### src/hdl/abse_pkg.sv
// Shared types and constants for the data-processing execute pipeline.
// Used by every stage module and the top level; depends on nothing.
`timescale 1ns / 1ps
`default_nettype none

package abse_pkg;

   localparam int unsigned WordWidth = 32;
   localparam int unsigned RegIdxWidth = 4;
   localparam int unsigned FlagWidth = 4;
   localparam int unsigned AmtWidth = 6;

   // Flag bit positions inside an NZCV nibble
   localparam int unsigned FlagN = 3;
   localparam int unsigned FlagZ = 2;
   localparam int unsigned FlagC = 1;
   localparam int unsigned FlagV = 0;

   localparam logic [RegIdxWidth-1:0] RegPc = 4'hF;

   typedef logic [WordWidth-1:0] word_type;

   typedef enum logic [3:0] {
      OP_AND = 4'h0,
      OP_EOR = 4'h1,
      OP_SUB = 4'h2,
      OP_RSB = 4'h3,
      OP_ADD = 4'h4,
      OP_ADC = 4'h5,
      OP_SBC = 4'h6,
      OP_RSC = 4'h7,
      OP_TST = 4'h8,
      OP_TEQ = 4'h9,
      OP_CMP = 4'hA,
      OP_CMN = 4'hB,
      OP_ORR = 4'hC,
      OP_MOV = 4'hD,
      OP_BIC = 4'hE,
      OP_MVN = 4'hF
   } opcode_type;

   // Shift type field of the instruction
   typedef enum logic [1:0] {
      SH_LSL = 2'd0,
      SH_LSR = 2'd1,
      SH_ASR = 2'd2,
      SH_ROR = 2'd3
   } shift_field_type;

   // Normalized shifter operation after decode of all #0 / register rules
   typedef enum logic [2:0] {
      SK_PASS = 3'd0,
      SK_LSL  = 3'd1,
      SK_LSR  = 3'd2,
      SK_ASR  = 3'd3,
      SK_ROR  = 3'd4,
      SK_RRX  = 3'd5
   } shift_kind_type;

   // Control that rides along every stage
   typedef struct packed {
      opcode_type                 opcode;
      logic [RegIdxWidth-1:0]     rd;
      logic                       writes;
      logic                       flags_wr;
      logic                       restore;
      logic                       logical;
      logic [FlagWidth-1:0]       flags;
   } ctrl_type;

   typedef struct packed {
      ctrl_type                   ctrl;
      word_type                   rn_val;
      word_type                   sh_val;
      shift_kind_type             sh_kind;
      logic [AmtWidth-1:0]        sh_amt;
   } dec_type;

   typedef struct packed {
      ctrl_type                   ctrl;
      word_type                   rn_val;
      word_type                   op2;
      logic                       sh_carry;
   } shf_type;

   typedef struct packed {
      ctrl_type                   ctrl;
      word_type                   result;
      logic                       add_c;
      logic                       add_v;
      logic                       sh_carry;
   } alu_type;

endpackage

`default_nettype wire

### src/hdl/abse_decode.sv
// Stage 1: instruction decode, PC +4 fixup and shifter operation normalization.
// Depends on abse_pkg.
`timescale 1ns / 1ps
`default_nettype none

module abse_decode import abse_pkg::*; (
   input  wire logic                 clock,
   input  wire logic                 reset,
   input  wire logic                 in_valid,
   input  wire logic [WordWidth-1:0] instr_word,
   input  wire logic [WordWidth-1:0] rn_value,
   input  wire logic [WordWidth-1:0] rm_value,
   input  wire logic [WordWidth-1:0] rs_value,
   input  wire logic [FlagWidth-1:0] flags_in,
   output logic                      out_valid,
   output dec_type                   out_data
);

   logic    valid_ff;
   dec_type data_ff, data_in;

   logic            is_imm, by_reg, s_bit;
   opcode_type      opcode;
   shift_field_type sh_field;
   logic [4:0]      imm_amt;
   logic [4:0]      rot;
   logic [7:0]      rs8;

   always_comb begin
      is_imm   = instr_word[25];
      by_reg   = !instr_word[25] && instr_word[4];
      s_bit    = instr_word[20];
      opcode   = opcode_type'(instr_word[24:21]);
      sh_field = shift_field_type'(instr_word[6:5]);
      imm_amt  = instr_word[11:7];
      rot      = {instr_word[11:8], 1'b0};
      rs8      = rs_value[7:0];

      data_in.ctrl.opcode = opcode;
      data_in.ctrl.rd     = instr_word[15:12];
      data_in.ctrl.flags  = flags_in;
      data_in.ctrl.writes = !(opcode inside {OP_TST, OP_TEQ, OP_CMP, OP_CMN});
      data_in.ctrl.logical = opcode inside {OP_AND, OP_EOR, OP_TST, OP_TEQ,
                                            OP_ORR, OP_MOV, OP_BIC, OP_MVN};
      data_in.ctrl.restore  = s_bit && (instr_word[15:12] == RegPc) && data_in.ctrl.writes;
      data_in.ctrl.flags_wr = s_bit && !data_in.ctrl.restore;

      // PC reads as address+12 under a register-specified shift
      data_in.rn_val = rn_value;
      if (by_reg && (instr_word[19:16] == RegPc)) begin
         data_in.rn_val = rn_value + WordWidth'(4);
      end

      data_in.sh_val  = rm_value;
      data_in.sh_kind = SK_PASS;
      data_in.sh_amt  = '0;
      if (is_imm) begin
         data_in.sh_val  = {{(WordWidth-8){1'b0}}, instr_word[7:0]};
         data_in.sh_kind = (rot == 5'd0) ? SK_PASS : SK_ROR;
         data_in.sh_amt  = {1'b0, rot};
      end else if (by_reg) begin
         if (instr_word[3:0] == RegPc) begin
            data_in.sh_val = rm_value + WordWidth'(4);
         end
         if (rs8 == 8'd0) begin
            data_in.sh_kind = SK_PASS;
         end else begin
            case (sh_field)
               SH_LSL: begin
                  data_in.sh_kind = SK_LSL;
                  data_in.sh_amt  = (rs8 > 8'd32) ? AmtWidth'(33) : rs8[AmtWidth-1:0];
               end
               SH_LSR: begin
                  data_in.sh_kind = SK_LSR;
                  data_in.sh_amt  = (rs8 > 8'd32) ? AmtWidth'(33) : rs8[AmtWidth-1:0];
               end
               SH_ASR: begin
                  data_in.sh_kind = SK_ASR;
                  data_in.sh_amt  = (rs8 >= 8'd32) ? AmtWidth'(32) : rs8[AmtWidth-1:0];
               end
               default: begin
                  // amount a multiple of 32: value unchanged, carry = bit 31
                  data_in.sh_kind = SK_ROR;
                  data_in.sh_amt  = {1'b0, rs8[4:0]};
               end
            endcase
         end
      end else begin
         case (sh_field)
            SH_LSL: begin
               data_in.sh_kind = (imm_amt == 5'd0) ? SK_PASS : SK_LSL;
               data_in.sh_amt  = {1'b0, imm_amt};
            end
            SH_LSR: begin
               data_in.sh_kind = SK_LSR;
               data_in.sh_amt  = (imm_amt == 5'd0) ? AmtWidth'(32) : {1'b0, imm_amt};
            end
            SH_ASR: begin
               data_in.sh_kind = SK_ASR;
               data_in.sh_amt  = (imm_amt == 5'd0) ? AmtWidth'(32) : {1'b0, imm_amt};
            end
            default: begin
               data_in.sh_kind = (imm_amt == 5'd0) ? SK_RRX : SK_ROR;
               data_in.sh_amt  = {1'b0, imm_amt};
            end
         endcase
      end
   end

   always_ff @(posedge clock) begin
      if (reset) begin
         valid_ff <= 1'b0;
      end else begin
         valid_ff <= in_valid;
      end
      data_ff <= data_in;
   end

   assign out_valid = valid_ff;
   assign out_data  = data_ff;

endmodule

`default_nettype wire

### src/hdl/abse_shifter.sv
// Stage 2: barrel shifter producing operand 2 and the shifter carry.
// Depends on abse_pkg; fed by abse_decode.
`timescale 1ns / 1ps
`default_nettype none

module abse_shifter import abse_pkg::*; (
   input  wire logic    clock,
   input  wire logic    reset,
   input  wire logic    in_valid,
   input  wire dec_type in_data,
   output logic         out_valid,
   output shf_type      out_data
);

   logic    valid_ff;
   shf_type data_ff, data_in;

   logic                   cin;
   logic [2*WordWidth:0]   lsl_wide;
   logic [WordWidth:0]     lsr_wide;
   logic [WordWidth:0]     asr_wide;
   logic [2*WordWidth-1:0] ror_wide;

   always_comb begin
      cin = in_data.ctrl.flags[FlagC];
      // extra bit below or above the word catches the last bit shifted out
      lsl_wide = {{(WordWidth+1){1'b0}}, in_data.sh_val} << in_data.sh_amt;
      lsr_wide = {in_data.sh_val, 1'b0} >> in_data.sh_amt;
      asr_wide = $signed({in_data.sh_val, 1'b0}) >>> in_data.sh_amt;
      ror_wide = {in_data.sh_val, in_data.sh_val} >> in_data.sh_amt[4:0];

      data_in.ctrl   = in_data.ctrl;
      data_in.rn_val = in_data.rn_val;
      case (in_data.sh_kind)
         SK_LSL: begin
            data_in.op2      = lsl_wide[WordWidth-1:0];
            data_in.sh_carry = lsl_wide[WordWidth];
         end
         SK_LSR: begin
            data_in.op2      = lsr_wide[WordWidth:1];
            data_in.sh_carry = lsr_wide[0];
         end
         SK_ASR: begin
            data_in.op2      = asr_wide[WordWidth:1];
            data_in.sh_carry = asr_wide[0];
         end
         SK_ROR: begin
            data_in.op2      = ror_wide[WordWidth-1:0];
            data_in.sh_carry = ror_wide[WordWidth-1];
         end
         SK_RRX: begin
            data_in.op2      = {cin, in_data.sh_val[WordWidth-1:1]};
            data_in.sh_carry = in_data.sh_val[0];
         end
         default: begin
            data_in.op2      = in_data.sh_val;
            data_in.sh_carry = cin;
         end
      endcase
   end

   always_ff @(posedge clock) begin
      if (reset) begin
         valid_ff <= 1'b0;
      end else begin
         valid_ff <= in_valid;
      end
      data_ff <= data_in;
   end

   assign out_valid = valid_ff;
   assign out_data  = data_ff;

endmodule

`default_nettype wire

### src/hdl/abse_alu.sv
// Stage 3: adder and logic unit for all sixteen opcodes.
// Depends on abse_pkg; fed by abse_shifter.
`timescale 1ns / 1ps
`default_nettype none

module abse_alu import abse_pkg::*; (
   input  wire logic    clock,
   input  wire logic    reset,
   input  wire logic    in_valid,
   input  wire shf_type in_data,
   output logic         out_valid,
   output alu_type      out_data
);

   logic    valid_ff;
   alu_type data_ff, data_in;

   word_type           add_x, add_y, sum;
   logic               add_ci;
   logic [WordWidth:0] sum_wide;
   logic               cin;

   always_comb begin
      cin    = in_data.ctrl.flags[FlagC];
      add_x  = in_data.rn_val;
      add_y  = in_data.op2;
      add_ci = 1'b0;
      case (in_data.ctrl.opcode)
         OP_SUB, OP_CMP: begin
            add_y  = ~in_data.op2;
            add_ci = 1'b1;
         end
         OP_RSB: begin
            add_x  = in_data.op2;
            add_y  = ~in_data.rn_val;
            add_ci = 1'b1;
         end
         OP_ADC: begin
            add_ci = cin;
         end
         OP_SBC: begin
            add_y  = ~in_data.op2;
            add_ci = cin;
         end
         OP_RSC: begin
            add_x  = in_data.op2;
            add_y  = ~in_data.rn_val;
            add_ci = cin;
         end
         default: begin
            add_ci = 1'b0;
         end
      endcase
      sum_wide = {1'b0, add_x} + {1'b0, add_y} + {{WordWidth{1'b0}}, add_ci};
      sum      = sum_wide[WordWidth-1:0];

      data_in.ctrl     = in_data.ctrl;
      data_in.sh_carry = in_data.sh_carry;
      data_in.add_c    = sum_wide[WordWidth];
      data_in.add_v    = (~(add_x[WordWidth-1] ^ add_y[WordWidth-1]))
                         & (add_x[WordWidth-1] ^ sum[WordWidth-1]);
      case (in_data.ctrl.opcode)
         OP_AND, OP_TST: data_in.result = in_data.rn_val & in_data.op2;
         OP_EOR, OP_TEQ: data_in.result = in_data.rn_val ^ in_data.op2;
         OP_ORR:         data_in.result = in_data.rn_val | in_data.op2;
         OP_MOV:         data_in.result = in_data.op2;
         OP_BIC:         data_in.result = in_data.rn_val & ~in_data.op2;
         OP_MVN:         data_in.result = ~in_data.op2;
         default:        data_in.result = sum;
      endcase
   end

   always_ff @(posedge clock) begin
      if (reset) begin
         valid_ff <= 1'b0;
      end else begin
         valid_ff <= in_valid;
      end
      data_ff <= data_in;
   end

   assign out_valid = valid_ff;
   assign out_data  = data_ff;

endmodule

`default_nettype wire

### src/hdl/alu_barrel_shifter_execute.sv
// Top level of the data-processing execute pipeline: three stage modules
// plus the flag and output register stage. Depends on abse_pkg and all abse_* stages.
`timescale 1ns / 1ps
`default_nettype none

// Usage
//   Input channel: a beat (instruction word, Rn/Rm/Rs values, NZCV) is taken
//   at a rising edge where start is high and busy is low. busy is high only
//   while reset is asserted, so outside reset a new beat can enter every cycle.
//   Result channel: rsp_valid strobes for exactly one cycle per beat with the
//   result, destination, write enable, new flags and the SPSR restore request.
//   The receiver cannot hold results off; none is needed, the pipe never stalls.
//   Path: a beat passes through the stage registers, in order:
//   decode/PC fixup, barrel shifter, 32-bit adder/logic, flag formation.
//   Throughput: 1 beat per cycle, set by one pass through each stage register.
//   Results leave in acceptance order.
//   Reset (synchronous, active high) clears all stage valid bits; beats in
//   flight are dropped and no result strobes until new beats arrive.

module alu_barrel_shifter_execute import abse_pkg::*; (
   input  wire logic                   clock,
   input  wire logic                   reset,
   input  wire logic                   start,
   output logic                        busy,
   input  wire logic [WordWidth-1:0]   req_instr_word,
   input  wire logic [WordWidth-1:0]   req_rn_value,
   input  wire logic [WordWidth-1:0]   req_rm_value,
   input  wire logic [WordWidth-1:0]   req_rs_value,
   input  wire logic [FlagWidth-1:0]   req_flags_in,
   output logic                        rsp_valid,
   output logic [WordWidth-1:0]        rsp_alu_result,
   output logic [RegIdxWidth-1:0]      rsp_dest_index,
   output logic                        rsp_dest_write,
   output logic [FlagWidth-1:0]        rsp_flags_out,
   output logic                        rsp_flags_written,
   output logic                        rsp_restore_psr
);

   logic    accept;
   logic    dec_valid, shf_valid, alu_valid;
   dec_type dec_data;
   shf_type shf_data;
   alu_type alu_data;

   // output stage registers
   logic                   valid_ff;
   word_type               result_ff;
   logic [RegIdxWidth-1:0] dest_ff;
   logic                   dest_wr_ff;
   logic [FlagWidth-1:0]   flags_ff, flags_in;
   logic                   flags_wr_ff;
   logic                   restore_ff;

   assign busy   = reset;
   assign accept = start && !busy;

   abse_decode u_decode (
      .clock      (clock),
      .reset      (reset),
      .in_valid   (accept),
      .instr_word (req_instr_word),
      .rn_value   (req_rn_value),
      .rm_value   (req_rm_value),
      .rs_value   (req_rs_value),
      .flags_in   (req_flags_in),
      .out_valid  (dec_valid),
      .out_data   (dec_data)
   );

   abse_shifter u_shifter (
      .clock     (clock),
      .reset     (reset),
      .in_valid  (dec_valid),
      .in_data   (dec_data),
      .out_valid (shf_valid),
      .out_data  (shf_data)
   );

   abse_alu u_alu (
      .clock     (clock),
      .reset     (reset),
      .in_valid  (shf_valid),
      .in_data   (shf_data),
      .out_valid (alu_valid),
      .out_data  (alu_data)
   );

   // Flag formation: logical ops take the shifter carry and keep V;
   // without a normal S update (or on an SPSR restore) flags pass through.
   always_comb begin
      flags_in = alu_data.ctrl.flags;
      if (alu_data.ctrl.flags_wr) begin
         flags_in[FlagN] = alu_data.result[WordWidth-1];
         flags_in[FlagZ] = (alu_data.result == '0);
         flags_in[FlagC] = alu_data.ctrl.logical ? alu_data.sh_carry : alu_data.add_c;
         flags_in[FlagV] = alu_data.ctrl.logical ? alu_data.ctrl.flags[FlagV]
                                                 : alu_data.add_v;
      end
   end

   always_ff @(posedge clock) begin
      if (reset) begin
         valid_ff <= 1'b0;
      end else begin
         valid_ff <= alu_valid;
      end
      result_ff   <= alu_data.result;
      dest_ff     <= alu_data.ctrl.rd;
      dest_wr_ff  <= alu_data.ctrl.writes;
      flags_ff    <= flags_in;
      flags_wr_ff <= alu_data.ctrl.flags_wr;
      restore_ff  <= alu_data.ctrl.restore;
   end

   assign rsp_valid         = valid_ff;
   assign rsp_alu_result    = result_ff;
   assign rsp_dest_index    = dest_ff;
   assign rsp_dest_write    = dest_wr_ff;
   assign rsp_flags_out     = flags_ff;
   assign rsp_flags_written = flags_wr_ff;
   assign rsp_restore_psr   = restore_ff;

   // Every accepted beat comes out as a result strobe, and no strobe comes without one.
   a_latency: assert property (@(posedge clock) disable iff (reset)
      (!$past(reset) && !$past(reset, 2) && !$past(reset, 3))
      |-> (rsp_valid == $past(accept, 4)))
      else $error("result strobe does not match accepted beat");

   // Untouched flags must be the flags that came in with the beat.
   a_flags_pass: assert property (@(posedge clock) disable iff (reset)
      (!$past(reset) && !$past(reset, 2) && !$past(reset, 3)
       && rsp_valid && !rsp_flags_written)
      |-> (rsp_flags_out == $past(req_flags_in, 4)))
      else $error("flags changed without a flag update");

   a_restore_excl: assert property (@(posedge clock) disable iff (reset)
      rsp_valid |-> !(rsp_restore_psr && rsp_flags_written))
      else $error("restore request together with a normal flag update");

   a_restore_dest: assert property (@(posedge clock) disable iff (reset)
      (rsp_valid && rsp_restore_psr) |-> (rsp_dest_write && (rsp_dest_index == RegPc)))
      else $error("restore request without a write to PC");

endmodule

`default_nettype wire
### config.mk
export PLATFORM = sky130hd
export DESIGN_NAME = alu_barrel_shifter_execute
export DESIGN_NICKNAME = d
export VERILOG_FILES = /design/src/hdl/abse_pkg.sv /design/src/hdl/abse_decode.sv /design/src/hdl/abse_shifter.sv /design/src/hdl/abse_alu.sv /design/src/hdl/alu_barrel_shifter_execute.sv
export SDC_FILE = /design/constraint.sdc
export NUM_CORES = 1
export LEC_CHECK = 0
export BUFFER_PORTS_ARGS = -buffer_cell sky130_fd_sc_hd__buf_4
export CAP_MARGIN = 20
export CORE_MARGIN = 4
export CORE_UTILIZATION = 35
export DETAILED_ROUTE_END_ITERATION = 8
export PLACE_DENSITY_LB_ADDON = 0.12
export SLEW_MARGIN = 25
export SYNTH_ARGS = -nofsm -noshare
export SYNTH_HDL_FRONTEND = slang
export SYNTH_HIERARCHICAL = 1
export SYNTH_SLANG_ARGS = --single-unit
### constraint.sdc
create_clock -name clock -period 4.58 [get_ports clock]
set_input_delay 0.229 -clock clock [delete_from_list [all_inputs] [get_ports clock]]
set_output_delay 0.229 -clock clock [all_outputs]
set_load 0.05 [all_outputs]
### Word-level counts from Yosys, hierarchy flattened

Index checks and enable logic that the tools add are counted.

| word-level totals | value |
|---|---|
| logic and storage cells | 143 |
| input bits | 135 |
| register bits | 264 |

| cells by class | value |
|---|---|
| add/subtract/negate cells | 4 |
| bitwise logic cells | 10 |
| magnitude comparators | 2 |
| shifts and indexed selects | 4 |
| equality and inequality tests | 32 |
| reductions and logical operators | 25 |
| muxes and demuxes | 23 |

Operators by type and width:

| kind | number |
|---|---|
| 32-bit one-hot mux with 6 select lines | 1 |
| 33-bit one-hot mux with 5 select lines | 1 |
| 32-bit two-way mux | 4 |
| 4-bit equality test, second input constant | 18 |
| 32-bit by 3-bit adder with 32-bit output, second input constant | 2 |
| 32-bit AND | 2 |
| 32-bit NOT | 2 |
| 32-bit one-hot mux with 2 select lines | 1 |
| 64-bit by 5-bit >> shifter with 32-bit output | 1 |
| 9-bit one-hot mux with 3 select lines | 2 |
| 32-bit by 32-bit adder with 33-bit output | 1 |
| 33-bit by 1-bit adder with 33-bit output | 1 |
| 32-bit by 6-bit left shift with 33-bit output | 1 |
| 33-bit by 6-bit >> shifter with 33-bit output | 1 |
| 33-bit by 6-bit >>> shifter with 33-bit output | 1 |
| 32-bit zero test | 1 |
| 32-bit OR | 1 |
| 32-bit XOR | 1 |
| 6-bit two-way mux | 4 |
| 17-bit two-way mux | 1 |
| 4-bit by 3-bit equality test with 1-bit output, second input constant | 3 |
| 4-bit zero test | 3 |
| 9-bit two-way mux | 1 |
| 3-bit OR reduction | 3 |
| 24 further kinds | 43 |

### Longest topological paths before layout

Gate-level depths: netlist of the first run.

| depth | value |
|---|---|
| depth after elaboration | 7 |
| mapped depth | 18 |

### By module

Netlist of the first run, hierarchy kept.

By module, submodules not included:

| module | area each (um2) | instances | cells an instance | seq. area each (um2) |
|---|---|---|---|---|
| abse_shifter | 7,014.2 | 1 | 860 | 1,641.6 |
| abse_alu | 6,009.5 | 1 | 882 | 1,041.0 |
| abse_decode | 3,728.6 | 1 | 394 | 1,801.7 |
| alu_barrel_shifter_execute | 1,042.2 | 1 | 66 | 880.8 |

### Worst setup path after synthesis of the first run

Ideal clock, no wire load.

| timing path | value |
|---|---|
| kind | register to register |
| from | register u_shifter.data_ff, in the netlist u_shifter/out_data[79] |
| to | register u_alu.data_ff, in the netlist u_alu/out_data[30] |
| setup time | 132 ps |
| buffers on the path | 3 |
| setup slack | 556 ps |
| stages on the path, launching flop included | 18 |
| arrival | 3,892 ps |
| period minus slack after synthesis | 4,024 ps |
| path through | dfxtp_1 -> clkbuf_1 -> and2_1 -> clkbuf_1 -> nor3b_1 -> inv_1 -> nand2_1 -> clkbuf_1 -> o21ai_0 -> fa_1 -> a211oi_2 -> o21bai_1 -> o41a_1 -> a41oi_2 -> o211ai_2 -> a221oi_2 -> xor2_1 -> a21oi_1 |

RTL lines:

| what | RTL line | source |
|---|---|---|
| from (decl) | abse_shifter.sv:16 | `shf_type data_ff, data_in;` |
| from (signal assigned) | abse_shifter.sv:68 | `data_ff <= data_in;` |
| to (signal assigned) | abse_alu.sv:79 | `data_ff <= data_in;` |
| to (decl) | abse_alu.sv:16 | `alu_type data_ff, data_in;` |

==> results of run 1 <==
==> flip-flops by register name (all words and copies together), names as in the netlist, 4 cells and up <==
name and count:
rsp_alu_result 32, rsp_dest_index 4, rsp_flags_out 4, u_alu/out_data 47, u_decode/out_data 89, u_shifter/out_data 81
==> worst max path at each step <==
stage / slack (ps) / to / cells after the start / startpoint
2_1_floorplan: 570 / u_alu/out_data[30]$_DFF_P_ / 17 / u_shifter/out_data[79]$_DFF_P_
3_3_place_gp: 600 / u_alu/out_data[30]$_DFF_P_ / 16 / u_shifter/out_data[79]$_DFF_P_
3_5_place_dp: 590 / u_alu/out_data[30]$_DFF_P_ / 16 / u_shifter/out_data[79]$_DFF_P_
4_1_cts: 600 / u_alu/out_data[30]$_DFF_P_ / 16 / u_shifter/out_data[79]$_DFF_P_
5_1_grt: 310 / u_alu/out_data[29]$_DFF_P_ / 16 / u_shifter/out_data[79]$_DFF_P_
6_report: 540 / u_alu/out_data[29]$_DFF_P_ / 16 / u_shifter/out_data[79]$_DFF_P_
==> power by group through the flow <==
stage,registers [mW],logic (mW),clock network (mW)
finish,3.01,3.25,2.54
global route,3.05,3.47,2.71
CTS,3.01,3.18,2.63
detailed placement,3.06,3.09,0
global placement,3.05,3.10,0
floorplan,3.30,1.74,0
==> routing by layer <==
metal | GRT usage (%) | vias up | routed length, um
met2 | 40.9 | 1082 | 32300
met1 | 39.9 | 8868 | 34600
met5 | 0 | - | 11
met3 | 4.92 | 191 | 7080
met4 | 10.4 | 2 | 3710
li1 | - | 8538 | -
==> per-stage QoR <==
stage / power [mW] / area [um2] / hold WS [ps] / util (%) / std cells
floorplan: 5.05 / 17700 / 257 / - / 2198
global placement: 6.15 / 19500 / 310 / 38.9 / 2928
detailed placement: 6.16 / 19500 / 312 / 38.9 / 2928
CTS: 8.82 / 21500 / 2.10 / 43.0 / 3084
global route: 9.23 / 21500 / 56.0 / 43.0 / 3085
finish: 8.80 / 21600 / 35.4 / 43.0 / 3087
==> repair_timing <==
item	in CTS	in global routing
buffers inserted	0	0
hold endpoints to repair	89	0
hold buffers	98	0
==> worst max-delay path: stages (launching register included) <==
cell and delay (ps):
dfxtp_1 550, and2_1 220, nor3b_2 50, buf_4 170
a21oi_1 130, o21ai_0 130, fa_1 490, fa_1 430
a21oi_1 200, nand4b_1 200, a21oi_1 100, o21ai_1 330
nor4bb_1 320, buf_4 190, o31ai_1 80, xnor2_1 140
o211ai_1 200
==> layout make-up <==
type	instances	area share (%)
Inverter	93	1.62
Multi-Input combinational cell	1686	52.9
Clock inverter	16	1.00
Tap cell	672	3.90
Antenna cell	3	0.0348
Clock buffer	42	4.02
Sequential cell	264	24.6
Timing Repair Buffer	311	12.0
==> metrics.csv, run 1 <==
metric,value,unit
cp.required,5070,ps
synth_area_per_cell,8.06,um2
layout_min_cycle_time,4040,ps
hold_path_class,input port to flop,
worst_slack,540,ps
grt_antenna_before_repair,8,
cap_viol_max_count,0,
ant_nets,0,
rrSetupSlack,540,ps
grt_pass1_wl,114,mm
clockBufferDepth,3,
place_ws,590,ps
switching_share,38.3,%
clock_skew,21.2,ps
hold_violations,0,
tritoncts,built,
clk_latency,580,ps
nets,2593,
vdd_ir_drop_max,0.337,mV
avgViaCountPerCell,6.05,
outcome,"complete, no violations",
place.port_buffers,149,
cp_data_arrival_time,4530,ps
start_kind,flop,
grt_max_degree,52,
cts_root_buf,clkbuf_16,
dieArea,54300,um2
drive_gt1_share,15.8,%
htreeDepth,1,
clk_pin_slew,60,ps
crit_fanout,9,
hold_path_end,u_decode/out_data[0]$_SDFF_PP0_,
critPathKind,flop to flop,
cellPowerDensity,408,nW/um2
first_global_vias,17500,
maxSlewViolCount,0,
end_kind,flop,
row_count,82,
power.clock.fraction,28.9,%
register_area,5290,um2
worst_slew_pin_slew,1130,ps
syn-cell-area,17700,um2
grt.overflow.total,0,
tns,0,ps
area_growth,21.7,%
ff2ff_path_depth,16,
multiInputGateArea,11400,um2
holdCritStartpoint,req_rs_value[0],
r2r_start,u_shifter/out_data[79]$_DFF_P_,
cts_sinks,264,
first_pass_iters,5,
vias,18700,
power_frac_seq,34.2,%
slew_headroom,24.7,%
synth.net_count,2404,
setup_viol,0,
syn_inst,2198,
wl_per_cell,25.2,um
core-area,50100,um2
place.detailed.hpwl,57.8,mm
cts_buffers,31,
combPwrFrac,36.9,%
initial_utilization,35.4,%
fmax,0.248,GHz
drc,0,
globalplace.congestion,0.998,
routed_wl,77.7,mm
synth_warnings,6,
cts_resized,0,
die_y,233,um
fill_cells,5024,
drt-initial-drc-count,2098,
layout_common_cells,"260 x dfxtp_1, 213 x buf_4, 209 x nand2_1",
min_period_over_period,88.2,%
grt.total_usage,27.6,%
leakage,8.64,nW
intPower,5.43,mW
die_w,233,um
pin_count,180,
hold_path_depth,3,
final_common_cell,dfxtp_1,
timing.rr.end,u_alu/out_data[29]$_DFF_P_,
rsz0062_at_grt,no,
netSwitchingPower,3.37,mW
Note: power is estimated with default switching activity, not from simulation.
==> inputs of run 2 (changes only) <==
==> constraint.sdc (replaced) <==
create_clock -name clock -period 4.58 [get_ports clock]
set_input_delay 0.916 -clock clock [delete_from_list [all_inputs] [get_ports clock]]
set_output_delay 0.916 -clock clock [all_outputs]
set_load 0.05 [all_outputs]
==> run 2 against run 1 <==
- fmax is 0.31% higher
- worst setup slack better by 12 ps
- first-iteration DRC count is 1.7% lower
- hold slack better by 280 ps
- cell area is 4.9% lower
- non-clock buffer count is 91 lower
- global-route usage is 0.15 points higher
- count of clock-buffer cells in the layout is 5 lower
- combinational power is 2% lower
- core utilization is 2.1 points lower
- critical path depth is 1 higher
==> metrics.csv, run 2 (synthesis gave the netlist of run 1 again) <==
metric,value,unit,change
grt_max_degree,54,,+3.8%
cts_root_buf,clkbuf_16,,
crit_fanout,30,,+21
vias,18300,,-2.2%
core-area,50100,um2,unchanged
cts_hold_buf,0,,-100%
largest_reg_flops,89,,unchanged
grt_antenna_before_repair,3,,-5
cp-startpoint,u_shifter/out_data[80]$_DFF_P_,,
leakage,8.20,nW,-5.1%
first_global_vias,17200,,-2.2%
routed_wl,78.4,mm,+0.87%
clk_latency,590,ps,about the same
drc,0,,unchanged
cp.required,5090,ps,+20 ps
die_w,233,um,unchanged
tns,0,ps,unchanged
drive_gt1_share,16.4,%,+0.64 points
total_power,8.56,mW,-2.7%
tritoncts,built,,
clk_pin_slew,60,ps,about the same
vdd_ir_drop_max,0.250,mV,-26%
drt-initial-drc-count,2062,,-1.7%
end_kind,flop,,
maxSlewViolCount,0,,unchanged
postCtsSetupBuffers,0,,unchanged
min_period_over_period,87.9,%,-0.27 points
r2r_start,u_shifter/out_data[80]$_DFF_P_,,
fmax,0.248,GHz,+0.31%
clockBufferDepth,3,,unchanged
final_common_cell,dfxtp_1,,
crit_end,u_alu/out_data[2]$_DFF_P_,,
hold_path_class,flop to flop,,
htreeDepth,1,,unchanged
dieArea,54300,um2,unchanged
cts_resized,0,,unchanged
layout_common_cells,"260 x dfxtp_1, 219 x buf_4, 209 x nand2_1",,
wl_per_cell,26.3,um,+4.4%
cts_sinks,264,,unchanged
cts_buffers,29,,-6.5%
worst_slew_pin_slew,1090,ps,-34.8 ps
holdWs,319,ps,+284 ps
antenna_cells,0,,-3
area_growth,15.7,%,
grt_pass1_wl,114,mm,-0.22%
globalplace.congestion,1.02,,+2.2%
cp_data_arrival_time,4540,ps,about the same
grt.total_usage,27.8,%,+0.15 points
outcome,"complete, no violations",,
place.port_buffers,149,,unchanged
setup_viol,0,,unchanged
rrSetupSlack,550,ps,about the same
ant_nets,0,,unchanged
first_pass_iters,6,,+1
nets,2500,,-3.6%
hold_violations,0,,unchanged
rsz0062_at_grt,no,,
grt.overflow.total,0,,unchanged
row_count,82,,unchanged
cap_viol_max_count,0,,unchanged
initial_utilization,35.4,%,unchanged
layout_min_cycle_time,4030,ps,-12.3 ps
clock_skew,27.9,ps,+6.75 ps
post-route-util,40.9,%,-2.1 points
fill_cells,5196,,+3.4%
cellPowerDensity,418,nW/um2,+2.3%
start_kind,flop,,
slew_headroom,26.6,%,+1.9 points
critPathKind,flop to flop,,
die_y,233,um,unchanged
ff2ff_path_depth,17,,+1
pin_count,180,,unchanged
place.detailed.hpwl,58.8,mm,+1.7%
timing.rr.end,u_alu/out_data[2]$_DFF_P_,,
avgViaCountPerCell,6.13,,+1.2%
run 2: cell types whose count changed in the layout (fill, tap and decap cells not counted), moves of 2 or more:
cell / previous run / this run
buf_4: 213 / 219
clkbuf_16: 31 / 29
inv_6: 4 / 0
dlygate4sd3_1: 98 / 0
diode_2: 3 / 0
clkbuf_8: 5 / 3
run 2: layout make-up:
type	instances	area, um2	share of cell area [%]
clock buffer	37	786	3.83
clock inverter	12	180	0.879
inverter	93	349	1.70
multi-input combinational	1686	11400	55.6
sequential	264	5290	25.8
tap	672	841	4.10
timing repair buffer	220	1660	8.12
run 2: where the power goes:
group	total, mW	switching, mW	leakage [nW]	internal (mW)
registers	3.02	0.343	2.22	2.68
clock network	2.37	0.942	0.471	1.43
logic	3.17	2.03	5.51	1.14
total	8.56	3.32	8.20	5.25
run 2: worst max-delay path, cell delays in order (launching register included):
cell and delay (ps):
dfxtp_1 350, and2_1 200, nor3b_2 160, buf_4 200, inv_1 50, nand2_1 100, buf_4 330, o21ai_0 130
ha_1 370, a21oi_1 100, nand4b_1 250, a211oi_1 400, o21ai_0 140, o211ai_1 210, a31oi_1 150, buf_4 190
o41ai_1 410, a21o_1 200
run 2: worst min-delay path by stage:
stage / startpoint / end / slack [ps] / cells after the start
2_1_floorplan: u_alu/out_data[43]$_DFF_P_ / rsp_dest_index[0]$_DFF_P_ / 310 / 0
3_3_place_gp: u_shifter/out_data[68]$_DFF_P_ / u_alu/out_data[38]$_DFF_P_ / 310 / 0
3_5_place_dp: u_decode/out_data[51]$_DFF_P_ / u_shifter/out_data[43]$_DFF_P_ / 310 / 0
4_1_cts: u_shifter/out_data[73]$_DFF_P_ / u_alu/out_data[43]$_DFF_P_ / 320 / 0
5_1_grt: u_shifter/out_data[73]$_DFF_P_ / u_alu/out_data[43]$_DFF_P_ / 330 / 0
6_report: u_decode/out_data[76]$_DFF_P_ / u_shifter/out_data[68]$_DFF_P_ / 320 / 0
run 2: metal layers:
layer	vias to the layer above	global-route usage, %	routed length (um)
met5	-	0	28
met4	2	12.2	3980
met1	8689	38.5	33800
li1	8342	-	-
met2	1039	41.2	33000
met3	205	6.37	7670
run 2: metrics by stage:
step	setup slack (ps)	instances	cell area [um2]
2_1_floorplan	567	2198	17700
3_3_place_gp	581	2935	19500
3_5_place_dp	590	2935	19500
4_1_cts	533	2984	20500
5_1_grt	204	2984	20500
6_report	553	2984	20500
